$ cat src/hdl/tcp_pkg.sv
// tcp_pkg: shared types, codes and sizes for the turtle canvas plotter
// used by every module under hdl/, no dependencies of its own
`timescale 1ns / 1ps
package tcp_pkg;

	localparam int GRID_DEF    = 32;
	localparam int QUEUE_DEPTH = 4;
	localparam int MAX_ROWS    = 32;
	localparam int ROW_W       = 32;
	localparam int ROWNUM_W    = 5;

	// command opcodes as they arrive on the input channel
	localparam logic [2:0] OPC_PEN_UP   = 3'd0;
	localparam logic [2:0] OPC_PEN_DOWN = 3'd1;
	localparam logic [2:0] OPC_TURN_R   = 3'd2;
	localparam logic [2:0] OPC_TURN_L   = 3'd3;
	localparam logic [2:0] OPC_MOVE     = 3'd4;
	localparam logic [2:0] OPC_DUMP     = 3'd5;

	localparam logic [1:0] STAT_DONE   = 2'd0;
	localparam logic [1:0] STAT_OOB    = 2'd1;
	localparam logic [1:0] STAT_BAD_OP = 2'd2;
	localparam logic [1:0] STAT_ROW    = 2'd3;

	localparam logic [1:0] HEAD_RIGHT = 2'd0;
	localparam logic [1:0] HEAD_DOWN  = 2'd1;
	localparam logic [1:0] HEAD_LEFT  = 2'd2;
	localparam logic [1:0] HEAD_UP    = 2'd3;

	typedef struct packed {
		logic [2:0] opcode;
		logic [7:0] distance;
	} tcp_cmd_t;

	typedef struct packed {
		logic [1:0]          status;
		logic [ROW_W-1:0]    row_bits;
		logic [ROWNUM_W-1:0] row_number;
		logic                last;
	} tcp_res_t;

	typedef enum logic [2:0] {
		OP_PEN_UP,
		OP_PEN_DOWN,
		OP_TURN_R,
		OP_TURN_L,
		OP_MOVE,
		OP_DUMP,
		OP_BAD
	} tcp_op_t;

	typedef struct packed {
		tcp_op_t    op;
		logic [7:0] distance;
	} tcp_qent_t;

	typedef enum logic [1:0] {
		BK_IDLE,
		BK_DRAW,
		BK_DUMP
	} tcp_bstate_t;

endpackage

$ cat src/hdl/tcp_ram.sv
// tcp_ram: generic single write port, single read port ram with registered read
// depends on tcp_pkg for default sizes
`timescale 1ns / 1ps
module tcp_ram import tcp_pkg::*; #(
	parameter int WIDTH = GRID_DEF,
	parameter int DEPTH = GRID_DEF,
	localparam int AW = $clog2(DEPTH)
) (
	input  logic             clk,
	input  logic             we,
	input  logic [AW-1:0]    waddr,
	input  logic [WIDTH-1:0] wdata,
	input  logic             re,
	input  logic [AW-1:0]    raddr,
	output logic [WIDTH-1:0] rdata
);

	logic [WIDTH-1:0] mem_q [DEPTH];
	logic [WIDTH-1:0] rdata_q;

	always_ff @(posedge clk) begin
		if (we) begin
			mem_q[waddr] <= wdata;
		end
		// read data holds while no read is issued
		if (re) begin
			rdata_q <= mem_q[raddr];
		end
	end

	assign rdata = rdata_q;

endmodule

$ cat src/hdl/tcp_front.sv
// tcp_front: takes commands off the input channel and classifies the opcode
// depends on tcp_pkg, feeds tcp_fifo
`timescale 1ns / 1ps
module tcp_front import tcp_pkg::*; (
	input  logic      cmd_valid,
	output logic      cmd_ready,
	input  tcp_cmd_t  cmd,
	input  logic      q_full,
	output logic      q_push,
	output tcp_qent_t q_wdata
);

	tcp_op_t op;

	always_comb begin
		case (cmd.opcode)
			OPC_PEN_UP:   op = OP_PEN_UP;
			OPC_PEN_DOWN: op = OP_PEN_DOWN;
			OPC_TURN_R:   op = OP_TURN_R;
			OPC_TURN_L:   op = OP_TURN_L;
			OPC_MOVE:     op = OP_MOVE;
			OPC_DUMP:     op = OP_DUMP;
			default:      op = OP_BAD;
		endcase
	end

	assign cmd_ready        = !q_full;
	assign q_push           = cmd_valid && !q_full;
	assign q_wdata.op       = op;
	assign q_wdata.distance = cmd.distance;

endmodule

$ cat src/hdl/tcp_fifo.sv
// tcp_fifo: short command queue between the front and the back end
// depends on tcp_pkg for the entry type
`timescale 1ns / 1ps
module tcp_fifo import tcp_pkg::*; #(
	parameter int DEPTH = QUEUE_DEPTH
) (
	input  logic      clk,
	input  logic      arst_n,
	input  logic      push,
	input  tcp_qent_t wdata,
	output logic      full,
	input  logic      pop,
	output logic      valid,
	output tcp_qent_t rdata
);

	localparam int AW = $clog2(DEPTH);
	localparam int CNTW = $clog2(DEPTH + 1);
	localparam logic [AW-1:0] LAST_PTR = AW'(DEPTH - 1);
	localparam logic [CNTW-1:0] FULL_CNT = CNTW'(DEPTH);

	tcp_qent_t       mem_q [DEPTH];
	logic [AW-1:0]   wr_ptr_q;
	logic [AW-1:0]   rd_ptr_q;
	logic [CNTW-1:0] cnt_q;

	always_ff @(posedge clk or negedge arst_n) begin
		if (!arst_n) begin
			wr_ptr_q <= '0;
			rd_ptr_q <= '0;
			cnt_q    <= '0;
		end else begin
			if (push) begin
				wr_ptr_q <= (wr_ptr_q == LAST_PTR) ? '0 : wr_ptr_q + AW'(1);
			end
			if (pop) begin
				rd_ptr_q <= (rd_ptr_q == LAST_PTR) ? '0 : rd_ptr_q + AW'(1);
			end
			if (push && !pop) begin
				cnt_q <= cnt_q + CNTW'(1);
			end else if (pop && !push) begin
				cnt_q <= cnt_q - CNTW'(1);
			end
		end
	end

	always_ff @(posedge clk) begin
		if (push) begin
			mem_q[wr_ptr_q] <= wdata;
		end
	end

	assign full  = (cnt_q == FULL_CNT);
	assign valid = (cnt_q != '0);
	assign rdata = mem_q[rd_ptr_q];

endmodule

$ cat src/hdl/tcp_back.sv
// tcp_back: executes queued commands, holds turtle state and the canvas ram
// depends on tcp_pkg and tcp_ram
`timescale 1ns / 1ps
module tcp_back import tcp_pkg::*; #(
	parameter int GRID = GRID_DEF
) (
	input  logic      clk,
	input  logic      arst_n,
	input  logic      q_valid,
	input  tcp_qent_t q_data,
	output logic      q_pop,
	output logic      res_valid,
	input  logic      res_ready,
	output tcp_res_t  res
);

	localparam int CW = $clog2(GRID);
	localparam int SW = ((CW > 8) ? CW : 8) + 1;
	localparam int NROWS = (GRID < MAX_ROWS) ? GRID : MAX_ROWS;
	localparam logic [SW-1:0] LAST_X = SW'(GRID - 1);
	localparam logic [CW-1:0] LAST_ROW = CW'(NROWS - 1);

	tcp_bstate_t     state_q, state_d;
	logic            pen_q;
	logic [1:0]      head_q;
	logic [CW-1:0]   col_q, row_q;
	logic [CW-1:0]   cur_q, cnt_q, dump_k_q;
	logic            up_q;
	logic [GRID-1:0] mask_q;
	logic [GRID-1:0] vld_q;
	logic            pend_s1;
	logic [CW-1:0]   addr_s1;
	logic [GRID-1:0] mask_s1;
	logic            out_valid_q;
	tcp_res_t        out_q;

	logic            ram_re;
	logic [CW-1:0]   ram_raddr;
	logic [GRID-1:0] ram_rdata;
	logic [GRID-1:0] ram_wdata;
	logic [GRID-1:0] dump_row;

	logic            can_emit;
	logic            emit;
	tcp_res_t        emit_res;
	logic            dump_last;

	logic [SW-1:0]   end_c_x, end_r_x;
	logic            fits;
	logic            horiz;
	logic [CW-1:0]   end_col, end_row;
	logic [CW-1:0]   lo, hi;
	logic [GRID-1:0] hmask, vmask;

	tcp_ram #(.WIDTH(GRID), .DEPTH(GRID)) u_canvas (
		.clk   (clk),
		.we    (pend_s1),
		.waddr (addr_s1),
		.wdata (ram_wdata),
		.re    (ram_re),
		.raddr (ram_raddr),
		.rdata (ram_rdata)
	);

	// rows never written read as cleared
	assign ram_wdata = (vld_q[addr_s1] ? ram_rdata : '0) | mask_s1;
	assign dump_row  = vld_q[dump_k_q] ? ram_rdata : '0;
	assign dump_last = (dump_k_q == LAST_ROW);
	assign can_emit  = !out_valid_q || res_ready;

	// end point and bounds of a move
	always_comb begin
		logic [SW-1:0] dist_x, col_x, row_x;
		dist_x  = SW'(q_data.distance);
		col_x   = SW'(col_q);
		row_x   = SW'(row_q);
		end_c_x = col_x;
		end_r_x = row_x;
		case (head_q)
			HEAD_RIGHT: begin
				end_c_x = col_x + dist_x;
				fits    = (end_c_x <= LAST_X);
			end
			HEAD_DOWN: begin
				end_r_x = row_x + dist_x;
				fits    = (end_r_x <= LAST_X);
			end
			HEAD_LEFT: begin
				end_c_x = col_x - dist_x;
				fits    = (dist_x <= col_x);
			end
			default: begin
				end_r_x = row_x - dist_x;
				fits    = (dist_x <= row_x);
			end
		endcase
	end

	assign end_col = end_c_x[CW-1:0];
	assign end_row = end_r_x[CW-1:0];
	assign horiz   = !head_q[0];
	assign lo      = (head_q == HEAD_RIGHT) ? col_q : end_col;
	assign hi      = (head_q == HEAD_RIGHT) ? end_col : col_q;
	assign vmask   = GRID'(1) << col_q;

	always_comb begin
		for (int j = 0; j < GRID; j++) begin
			hmask[j] = (CW'(j) >= lo) && (CW'(j) <= hi);
		end
	end

	// next state
	always_comb begin
		state_d = state_q;
		case (state_q)
			BK_IDLE: begin
				if (q_pop && q_data.op == OP_DUMP) begin
					state_d = BK_DUMP;
				end else if (q_pop && q_data.op == OP_MOVE && fits && pen_q) begin
					state_d = BK_DRAW;
				end
			end
			BK_DRAW: begin
				if (cnt_q == '0) begin
					state_d = BK_IDLE;
				end
			end
			BK_DUMP: begin
				if (emit && dump_last) begin
					state_d = BK_IDLE;
				end
			end
			default: state_d = BK_IDLE;
		endcase
	end

	// outputs
	always_comb begin
		q_pop     = 1'b0;
		emit      = 1'b0;
		emit_res  = '0;
		ram_re    = 1'b0;
		ram_raddr = cur_q;
		case (state_q)
			BK_IDLE: begin
				// wait for a pending row write so the next read sees it
				if (q_valid && !pend_s1) begin
					if (q_data.op == OP_DUMP) begin
						q_pop     = 1'b1;
						ram_re    = 1'b1;
						ram_raddr = '0;
					end else if (can_emit) begin
						q_pop         = 1'b1;
						emit          = 1'b1;
						emit_res.last = 1'b1;
						if (q_data.op == OP_MOVE && !fits) begin
							emit_res.status = STAT_OOB;
						end else if (q_data.op == OP_BAD) begin
							emit_res.status = STAT_BAD_OP;
						end else begin
							emit_res.status = STAT_DONE;
						end
					end
				end
			end
			BK_DRAW: begin
				ram_re    = 1'b1;
				ram_raddr = cur_q;
			end
			BK_DUMP: begin
				if (can_emit) begin
					emit                = 1'b1;
					emit_res.status     = STAT_ROW;
					emit_res.row_bits   = ROW_W'(dump_row);
					emit_res.row_number = ROWNUM_W'(dump_k_q);
					emit_res.last       = dump_last;
					if (!dump_last) begin
						ram_re    = 1'b1;
						ram_raddr = dump_k_q + CW'(1);
					end
				end
			end
			default: begin
				q_pop = 1'b0;
			end
		endcase
	end

	always_ff @(posedge clk or negedge arst_n) begin
		if (!arst_n) begin
			state_q     <= BK_IDLE;
			pen_q       <= 1'b0;
			head_q      <= HEAD_RIGHT;
			col_q       <= '0;
			row_q       <= '0;
			vld_q       <= '0;
			pend_s1     <= 1'b0;
			out_valid_q <= 1'b0;
		end else begin
			state_q <= state_d;
			pend_s1 <= (state_q == BK_DRAW);
			if (pend_s1) begin
				vld_q[addr_s1] <= 1'b1;
			end
			if (emit) begin
				out_valid_q <= 1'b1;
			end else if (res_ready) begin
				out_valid_q <= 1'b0;
			end
			if (q_pop) begin
				case (q_data.op)
					OP_PEN_UP:   pen_q  <= 1'b0;
					OP_PEN_DOWN: pen_q  <= 1'b1;
					OP_TURN_R:   head_q <= head_q + 2'd1;
					OP_TURN_L:   head_q <= head_q + 2'd3;
					OP_MOVE: begin
						if (fits) begin
							col_q <= end_col;
							row_q <= end_row;
						end
					end
					default: pen_q <= pen_q;
				endcase
			end
		end
	end

	always_ff @(posedge clk) begin
		addr_s1 <= cur_q;
		mask_s1 <= mask_q;
		if (emit) begin
			out_q <= emit_res;
		end
		if (q_pop) begin
			cur_q    <= row_q;
			cnt_q    <= horiz ? '0 : q_data.distance[CW-1:0];
			up_q     <= (head_q == HEAD_UP);
			mask_q   <= horiz ? hmask : vmask;
			dump_k_q <= '0;
		end else if (state_q == BK_DRAW) begin
			cur_q <= up_q ? cur_q - CW'(1) : cur_q + CW'(1);
			cnt_q <= cnt_q - CW'(1);
		end else if (emit && !dump_last) begin
			dump_k_q <= dump_k_q + CW'(1);
		end
	end

	assign res_valid = out_valid_q;
	assign res       = out_q;

endmodule

$ cat src/hdl/turtle_canvas_plotter.sv
// turtle_canvas_plotter: turtle plotter over a GRID x GRID bit canvas
// channels: cmd (opcode, distance) in, res (status, row_bits, row_number, last) out,
// both valid/ready; a transaction happens when valid and ready are high at a clock edge.
// a command enters a short queue the cycle it is accepted, so cmd_ready only drops
// when that queue is full, independent of the result side.
// every command except dump returns one result with last set; it passes through the queue
// into the result register when the back end is idle and the result side is not stalled.
// a pen-down move in bounds occupies the canvas ram before the next command starts,
// reading then writing one row per cycle when vertical and a single row when horizontal.
// a dump returns min(GRID,32) rows, one per cycle from the canvas ram read port while the
// result side is not stalled, the final row carrying last; every other command but a
// pen-down draw completes with its pop.
// a stalled res_ready holds the result register and, through it, the back end; the
// queue keeps accepting commands until it fills.
// reset (arst_n low) clears pen, heading, position and per-row valid bits, so the
// canvas reads as cleared at once with no clearing pass.
// depends on tcp_pkg, tcp_front, tcp_fifo, tcp_back, tcp_ram
`timescale 1ns / 1ps
module turtle_canvas_plotter import tcp_pkg::*; #(
	parameter int GRID   = GRID_DEF,
	parameter int QDEPTH = QUEUE_DEPTH
) (
	input  logic     clk,
	input  logic     arst_n,
	input  logic     cmd_valid,
	output logic     cmd_ready,
	input  tcp_cmd_t cmd,
	output logic     res_valid,
	input  logic     res_ready,
	output tcp_res_t res
);

	localparam int NROWS = (GRID < MAX_ROWS) ? GRID : MAX_ROWS;

	logic      q_full, q_push, q_pop, q_valid;
	tcp_qent_t q_wdata, q_data;

	tcp_front u_front (
		.cmd_valid (cmd_valid),
		.cmd_ready (cmd_ready),
		.cmd       (cmd),
		.q_full    (q_full),
		.q_push    (q_push),
		.q_wdata   (q_wdata)
	);

	tcp_fifo #(.DEPTH(QDEPTH)) u_fifo (
		.clk    (clk),
		.arst_n (arst_n),
		.push   (q_push),
		.wdata  (q_wdata),
		.full   (q_full),
		.pop    (q_pop),
		.valid  (q_valid),
		.rdata  (q_data)
	);

	tcp_back #(.GRID(GRID)) u_back (
		.clk       (clk),
		.arst_n    (arst_n),
		.q_valid   (q_valid),
		.q_data    (q_data),
		.q_pop     (q_pop),
		.res_valid (res_valid),
		.res_ready (res_ready),
		.res       (res)
	);

	a_pop_nonempty: assert property (@(posedge clk) disable iff (!arst_n)
		q_pop |-> q_valid)
		else $error("back end popped an empty queue");

	a_accept_queued: assert property (@(posedge clk) disable iff (!arst_n)
		cmd_valid && cmd_ready |=> q_valid)
		else $error("accepted command missing from queue");

	a_single_last: assert property (@(posedge clk) disable iff (!arst_n)
		res_valid && (res.status != STAT_ROW) |-> res.last)
		else $error("non-dump result without last");

	a_dump_end: assert property (@(posedge clk) disable iff (!arst_n)
		res_valid && (res.status == STAT_ROW) && res.last
			|-> res.row_number == ROWNUM_W'(NROWS - 1))
		else $error("dump ended on the wrong row");

endmodule
$ cat config.mk
export PLATFORM = sky130hd
export DESIGN_NAME = turtle_canvas_plotter
export DESIGN_NICKNAME = d
export VERILOG_FILES = /design/src/hdl/tcp_pkg.sv /design/src/hdl/tcp_ram.sv /design/src/hdl/tcp_front.sv /design/src/hdl/tcp_fifo.sv /design/src/hdl/tcp_back.sv /design/src/hdl/turtle_canvas_plotter.sv
export SDC_FILE = /design/constraint.sdc
export NUM_CORES = 2
export LEC_CHECK = 0
export CELL_PAD_IN_SITES_DETAIL_PLACEMENT = 1
export CELL_PAD_IN_SITES_GLOBAL_PLACEMENT = 1
export CORE_MARGIN = 4
export CORE_UTILIZATION = 40
export CTS_CLUSTER_DIAMETER = 60
export DETAILED_ROUTE_END_ITERATION = 10
export DONT_BUFFER_PORTS = 1
export PLACE_DENSITY = 0.61
export SYNTH_ARGS = -nofsm -noshare
export SYNTH_HDL_FRONTEND = slang
export SYNTH_SLANG_ARGS = --single-unit
$ cat constraint.sdc
create_clock -name clk -period 11.5 [get_ports clk]
set_input_delay 0.575 -clock clk [delete_from_list [all_inputs] [get_ports clk]]
set_output_delay 0.575 -clock clk [all_outputs]
set_load 0.01 [all_outputs]
======== After elaboration in Yosys (flattened, before gate mapping) ========
Memory sizes are Yosys's and may differ from the RTL's. A register that Yosys moved wholly into a read port is not among the register bits.
Index checks and enable logic that the tools add are counted.
operators by class
  add/sub/neg operators ................... 14
  equality and inequality tests ........... 23
  mux-type cells .......................... 63
  shift operators ......................... 1
  reduce and logical (&&, ||, !) cells .... 72
  bitwise gates (word level) .............. 4
  $lt $le $gt $ge ......................... 71
operator list
  kind                  number
  $mux 32               3
  $ge 5x5->1 const A    16
  $le 5x5->1 const A    16
  $or 32x32->32         2
  $mux 5                12
  $logic_and 1x1->1     44
  $ge 4x5->1 const A    8
  $le 4x5->1 const A    8
  $mux 40               1
  $shl 1x5->32 const A  1
  $pmux 5 s2            3
  $mux 2                11
  $ge 3x5->1 const A    4
  $le 3x5->1 const A    4
  $mux 1                19
  $add 5x8->9           2
  $eq 3x3->1 const B    6
  $le 9x5->1 const B    2
  $pmux 3 s6            1
  $le 8x5->1            2
  $eq 3x2->1 const B    4
  $lt 5x6->1 const B    2
  $add 5x1->5 const B   2
  $bmux 1 s5            2
  35 further kinds      73
word-level totals
  bits in registers ....................... 181
  memories kept ........................... 2
  input port bits ......................... 15
  output and inout port bits .............. 42
  logic and storage cells ................. 272
  RAM bits ................................ 1068
memories
  memory                 words  width  rd ports  clocked after memory_dff  write ports  RTL line        text
  u_back.u_canvas.mem_q  32     32     1         1                         1            tcp_ram.sv:18   logic [WIDTH-1:0] mem_q [DEPTH];
  u_fifo.mem_q           4      11     1         0                         1            tcp_fifo.sv:22  tcp_qent_t mem_q [DEPTH];

======== Logic depth before layout (Yosys ltp) ========
  word-level depth ........................ 12
  mapped depth ............................ 15
  mapped depth without buffers ............ 11

======== Hierarchy ========
A second synthesis with hierarchy kept.
second synthesis, totals
  cells, all modules ...................... 3160
  area, all modules ....................... 51911.0 µm²
modules (own cells, without submodules)
  module     instances  seq. area each (µm²)  cells an instance  area an instance (µm²)
  tcp_ram    1          31710.4               2260               40812.9
  tcp_back   1          4559.4                793                9002.4
  tcp_fifo   1          1496.4                94                 2010.7
  tcp_front  1          0.0                   13                 85.1

======== Least setup slack after synthesis ========
OpenSTA, ideal clock, no wires.
  path type ............................... register -> register
  start point ............................. register u_fifo.rd_ptr_q[0]
  end point ............................... register u_back.u_canvas.rdata_q[0], in the netlist u_back.u_canvas.rdata[0], read port of u_back.u_canvas.mem_q (enable)
  stages on the path, launching flop included .. 6
  required time ........................... 11.034 ns
  arrival time ............................ 3.729 ns
  setup time .............................. 0.466 ns
  path buffers ............................ 1
  slack ................................... 7.306 ns
  clock period less this slack ............ 4.194 ns
  cell sequence ........................... dfrtp_1 mux4_2 and3b_1 buf_4 a21oi_1 o21ai_0
between the ends
  cells in the longest elaborated chain, start to end .. 5
  elaborated cells on any way between the ends .. 8
  classes of those cells .................. eq/ne: 1; mux: 6; memory: 1
RTL lines
  what                     RTL line         text
  start, declared          tcp_fifo.sv:24   logic [AW-1:0] rd_ptr_q;
  start signal, assigned   tcp_fifo.sv:37   rd_ptr_q <= (rd_ptr_q == LAST_PTR) ? '0 : rd_ptr_q + AW'(1);
  $mem_v2 4x11             -
  $eq 3x3->1               tcp_back.sv:148  if (q_data.op == OP_DUMP) begin
  $mux 1                   tcp_back.sv:148
  $mux 1                   tcp_back.sv:147  if (q_valid && !pend_s1) begin
  $pmux 1 s3               tcp_back.sv:144  case (state_q)
  named net u_back.ram_re  tcp_back.sv:37   logic ram_re;
  end, declared            tcp_ram.sv:19    logic [WIDTH-1:0] rdata_q;
The timed path passes the listed nets, and every way through them passes these cells.
A chain may end at the register's enable or synchronous reset.

======== Worst setup path in the final report ========
  start point ............................. register u_back.dump_k_q[0]
  end point ............................... register u_back.u_canvas.rdata_q[14], in the netlist u_back.u_canvas.rdata[14], read port of u_back.u_canvas.mem_q (data pin)
between the ends
  cells in the longest elaborated chain, start to end .. 4
  elaborated cells on any way between the ends .. 8
  classes of those cells .................. add/sub: 1; eq/ne: 1; mux: 6
RTL lines
  what                                       RTL line                         text
  start, declared                            tcp_back.sv:27                   logic [CW-1:0] cur_q, cnt_q, dump_k_q;
  start signal, assigned                     tcp_back.sv:244                  dump_k_q <= dump_k_q + CW'(1);
  $add 5x1->5 or $eq 5x5->1 (tied branches)  tcp_back.sv:179, tcp_back.sv:68
  $mux 5 or $mux 1 (tied branches)           tcp_back.sv:177                  if (!dump_last) begin
  $mux 5 or $mux 1 (tied branches)           tcp_back.sv:171                  if (can_emit) begin
  $pmux 5 s2 or $pmux 1 s3 (tied branches)   tcp_back.sv:144
Parallel ways exist; a longest one is shown, timed or not.

==> PnR_summary.wiki <==
{| class="wikitable"
! Metric !! Value
|-
| Outcome || finished clean
|-
| Die extent in y || 365 um
|-
| Synthesized-area fraction occupied by ao, oa, aoi and oai cells || 0.0774
|-
| Crit start category || flop
|-
| Number of input and output port buffers inserted || 0
|-
| Count of antenna-violating nets left after detailed routing || 0
|-
| HPWL after DPL || 87900 um
|-
| Dpl cells || roughly 4.8k
|-
| Largest family of logic cells by synthesized area || compound AO/OA/AOI/OAI gates
|-
| Min-delay worst type || in2reg
|-
| Initial antenna violation count || 5
|-
| Non-Filler Cell Area, Final || 57900 sq um
|-
| Number of cells on the worst hold path || 1
|-
| Layout cell share with drive strength beyond 1 || 0.131
|-
| Worst Min Path Start || cmd[10]
|-
| Required arrival time at the worst endpoint || 11970 ps
|-
| Count of buffer and inverter cells on the critical path || 2
|-
| Critical path, cell by cell || ha_1 > and3_1 > ha_1 > or3b_1 > o21ai_1 > a22oi_2 > buf_12 > buf_4 > mux2_2 > a22o_1 > nor4_1 > nand4_1
|-
| Net Count, Synth || 3277
|-
| Most frequent cells in the layout || sky130_fd_sc_hd__edfxtp_1, sky130_fd_sc_hd__nand2_1, sky130_fd_sc_hd__mux2i_1
|-
| Final weighted congestion in routability-driven placement || 0.840
|-
| WL per Instance || about 31 um
|-
| Layout Skew || 34.7 ps
|-
| Worst path slowest cell || sky130_fd_sc_hd__dfxtp_1
|-
| Cell count after synthesis || 3212
|-
| Cell chosen for the clock root || sky130_fd_sc_hd__clkbuf_16
|-
| Synth Area in Simple Gates || 0.0699
|-
| Most frequent standard cell in the layout excluding fill and tap cells || sky130_fd_sc_hd__edfxtp_1
|-
| Worst R2R Start || u_back.dump_k_q[0]
|-
| Number of distinct library cells after synthesis || 73
|-
| GRT Overall Usage || 0.236
|-
| Number of violations of the max-capacitance limit || 0
|-
| Main synth FF type || sky130_fd_sc_hd__edfxtp_1
|-
| First-pass detailed-route iteration total || 8
|-
| Adder-cell area share of the yosys netlist || 0.0131
|-
| Critical path's largest stage delay || 860 ps
|-
| P_int || 10.1 mW
|-
| Worst-case hold slack || 182 ps
|-
| Switching share of power || 0.368
|-
| Post-layout min period || approximately 5600 ps
|-
| Largest net degree at the start of global routing || ~140
|-
| Avg Cell Area, Syn || around 16 sq um
|-
| Number of storage elements in the synthesis netlist || 1281
|-
| IR drop worst, VDD || 0.420 mV
|-
| Fin. Hold Viols || 0
|-
| Initial drt markers || 3492
|-
| Number of gates resized after cts || 0
|-
| Area after DPL || 53200 sq um
|-
| Total Wirelength || between 150000 and 200000 um
|-
| Cell area after synthesis || approximately 50000 sq um
|-
| Fin. max-slew vios || 0
|-
| Yosys Warn Count || 0
|-
| Proportion of power drawn by flip-flops and latches || 0.385
|-
| Mux contribution to synthesized area || 0.0771
|-
| Number of setup buffers added after CTS || 0
|-
| Overall overflow remaining after global route || 0
|-
| Number of clock sinks || around 1.3k
|-
| Share of power burned in combinational logic || 0.335
|-
| Share of flip-flops with an asynchronous set or reset || 0.0437
|-
| Die area || between 100000 and 150000 sq um
|-
| Vias || 30.2k
|-
| Area share of xor/xnor cells in the synthesized design || 0.00429
|-
| Clock-pin slew of the registers on the worst-case setup and hold paths || about 70 ps
|-
| Crit end category || flop
|-
| Number of vias per cell || ~6.0
|-
| Kind of cell with the highest combined delay on the critical path || buffers and inverters
|-
| Highest attainable clock frequency || 180 MHz
|-
| Power per Cell Area || roughly 280 nW/um^2
|-
| CTS H-tree depth || 4
|-
| Post-layout worst setup margin || 5940 ps
|-
| Std-Cell Core Area || 126000 sq um
|-
| Clock tree buffer depth || 3
|-
| Vias in the first global route || 31.3k
|-
| Worst Reg-to-Reg Cells || 12
|-
| Flop-to-flop setup slack || 5940 ps
|-
| Worst slack, placed || 5940 ps
|-
| Type of the worst setup path || reg2reg
|-
| Final layout net count || around 3.3k
|-
| Biggest fanout along the worst timing path || around 130
|-
| I/O pin cnt || 57
|-
| Final total negative setup slack || 0 ps
|-
| Cts-stage hold buffer count || 12
|-
| Final period utilization || 0.483
|-
| Number of remaining DRC errors || 0
|-
| Share of the yosys chip area belonging to registers || 0.740
|-
| Pin slew with the least headroom to its limit || between 1000 and 1500 ps
|-
| Portion of total power attributed to the clock network || 0.280
|-
| Count of endpoints failing setup in the final report || 0
|-
| Row count || 130
|-
| Skew-Pair Late Insertion Delay || about 760 ps
|-
| Horiz. Die Dim || 365 um
|-
| Leak Pwr || 20.0 nW
|-
| Global-route wire length before repair || 226000 um
|-
| Switching power total || between 5 and 6 mW
|-
| Rel. slew slack || 0.165
|-
| Unrepaired setup endpoints after global routing || false
|-
| Number of standard cells in the final layout excluding fillers || 5023
|-
| Hold worst-path end || u_fifo.mem_q[0][8]
|-
| Endpoint of the worst-slack reg-to-reg timing path || u_back.u_canvas.rdata[14]
|-
| Endpoint arrival time on the critical path || 6020 ps
|-
| Number of buffers added by the clock tree synthesis step || 136
|-
| TritonCTS clock tree || done
|-
| Synth-to-layout area growth || 13.6%
|-
| Critical Path Most Common Cell || sky130_fd_sc_hd__ha_1
|-
| Initial cell density of the core || 0.405
|-
| Number of flops mapped to enable cells by yosys || 1183
|}
[worst register-to-register path, cell delays in order, from the launching register on]
cell	delay, ps
sky130_fd_sc_hd__dfxtp_1	860
sky130_fd_sc_hd__ha_1	340
sky130_fd_sc_hd__and3_1	190
sky130_fd_sc_hd__ha_1	270
sky130_fd_sc_hd__or3b_1	320
sky130_fd_sc_hd__o21ai_1	220
sky130_fd_sc_hd__a22oi_2	280
sky130_fd_sc_hd__buf_12	640
sky130_fd_sc_hd__buf_4	950
sky130_fd_sc_hd__mux2_2	450
sky130_fd_sc_hd__a22o_1	230
sky130_fd_sc_hd__nor4_1	370
sky130_fd_sc_hd__nand4_1	170
[area by class of cell]
| type | count | area, sq um |
|---|---|---|
| Antenna cell | 3 | 7.51 |
| Clock buffer | 181 | 3840 |
| Clock inverter | 68 | 711 |
| Fill cell | 12086 | 68100 |
| Inverter | 43 | 161 |
| Multi-Input combinational cell | 1719 | 12700 |
| Sequential cell | 1281 | 37800 |
| Tap cell | 1650 | 2060 |
| Timing Repair Buffer | 78 | 658 |
[cell families after synthesis]
logic type	Yosys count
AOI/OAI and AO/OA	553
xor gates and xnor gates	25
adders and majority gates	50
buffers and inverters	212
DFF	1281
muxes	341
and+or+nand+nor	750
[routing by layer]
layer / vias up / GRT usage / part of all wire
met5: - / 0 / 0
met4: 0 / 0.0728 / 0.029
met3: 256 / 0.0361 / 0.067
met2: 1199 / 0.378 / 0.47
met1: 16052 / 0.333 / 0.43
li1: 12698 / - / -
[synthesized netlist by cell type, types with 6 or more instances]
cell / n / area [sq um]
sky130_fd_sc_hd__nor3_1: 15 / 75.1
sky130_fd_sc_hd__a21boi_0: 31 / 233
sky130_fd_sc_hd__nand3_1: 122 / 611
sky130_fd_sc_hd__nor4_1: 36 / 225
sky130_fd_sc_hd__nand2b_1: 15 / 93.8
sky130_fd_sc_hd__and2_1: 39 / 244
sky130_fd_sc_hd__xnor2_1: 16 / 140
sky130_fd_sc_hd__a32oi_1: 30 / 263
sky130_fd_sc_hd__mux2_2: 35 / 394
sky130_fd_sc_hd__ha_1: 44 / 551
sky130_fd_sc_hd__nand4_1: 40 / 250
sky130_fd_sc_hd__a221oi_1: 65 / 569
sky130_fd_sc_hd__mux2_4: 26 / 390
sky130_fd_sc_hd__dfrtp_1: 56 / 1400
sky130_fd_sc_hd__or2_2: 35 / 219
sky130_fd_sc_hd__inv_1: 43 / 161
sky130_fd_sc_hd__a21o_1: 38 / 285
sky130_fd_sc_hd__and3_1: 6 / 37.5
sky130_fd_sc_hd__mux2i_1: 248 / 2480
sky130_fd_sc_hd__nand2_1: 324 / 1220
sky130_fd_sc_hd__xor2_1: 9 / 78.8
sky130_fd_sc_hd__buf_2: 54 / 270
sky130_fd_sc_hd__fa_1: 6 / 120
sky130_fd_sc_hd__o22ai_1: 66 / 413
sky130_fd_sc_hd__a31oi_1: 6 / 37.5
sky130_fd_sc_hd__a22o_1: 34 / 298
sky130_fd_sc_hd__nand3b_1: 7 / 52.6
sky130_fd_sc_hd__edfxtp_1: 1183 / 35500
sky130_fd_sc_hd__clkbuf_1: 105 / 394
sky130_fd_sc_hd__a222oi_1: 32 / 320
sky130_fd_sc_hd__mux4_2: 27 / 608
sky130_fd_sc_hd__nor2b_1: 13 / 81.3
sky130_fd_sc_hd__o21ai_0: 79 / 395
sky130_fd_sc_hd__nor2_1: 79 / 297
sky130_fd_sc_hd__dfxtp_1: 42 / 841
sky130_fd_sc_hd__a21oi_1: 92 / 460
sky130_fd_sc_hd__o21ai_1: 7 / 35.0
sky130_fd_sc_hd__o2bb2ai_1: 32 / 280
[registers in the layout, summed over array words and instances (netlist names), 32 cells and up]
| signal | cells |
|---|---|
| u_back.u_canvas.mem_q | 1024 |
| u_back.u_canvas.rdata | 32 |
| u_back.vld_q | 32 |
| u_fifo.mem_q | 44 |
| u_back.res | 40 |
| u_back.mask_q | 32 |
| u_back.mask_s1 | 32 |
[through the flow]
stage | util | total power [mW]
floorplan | - | 9.53
CTS | 0.459 | 16.0
finish | 0.460 | 15.9
global route | 0.459 | 16.7
global placement | 0.422 | 11.4
detailed placement | 0.422 | 11.5
[worst max-delay path by stage]
stage	start	endpoint	slack [ps]	cells after the start
after floorplan	u_fifo.rd_ptr_q[0]	u_back.u_canvas.rdata[0]	7310	5
after global placement	u_back.dump_k_q[0]	u_back.u_canvas.rdata[25]	6050	12
after detailed placement	u_back.dump_k_q[0]	u_back.u_canvas.rdata[27]	5940	12
after CTS	u_back.dump_k_q[0]	u_back.u_canvas.rdata[27]	5970	12
after global routing	u_back.dump_k_q[0]	u_back.u_canvas.rdata[25]	5570	12
final	u_back.dump_k_q[0]	u_back.u_canvas.rdata[14]	5940	12
[power by group through the flow]
stage	registers (mW)	logic [mW]	clock network [mW]
global route	6.17	5.73	4.76
detailed placement	6.24	5.30	0
finish	6.14	5.34	4.47
global placement	6.24	5.14	0
floorplan	5.96	3.58	0
CTS	6.15	5.34	4.54
Note: power is estimated with default switching activity, not from simulation.
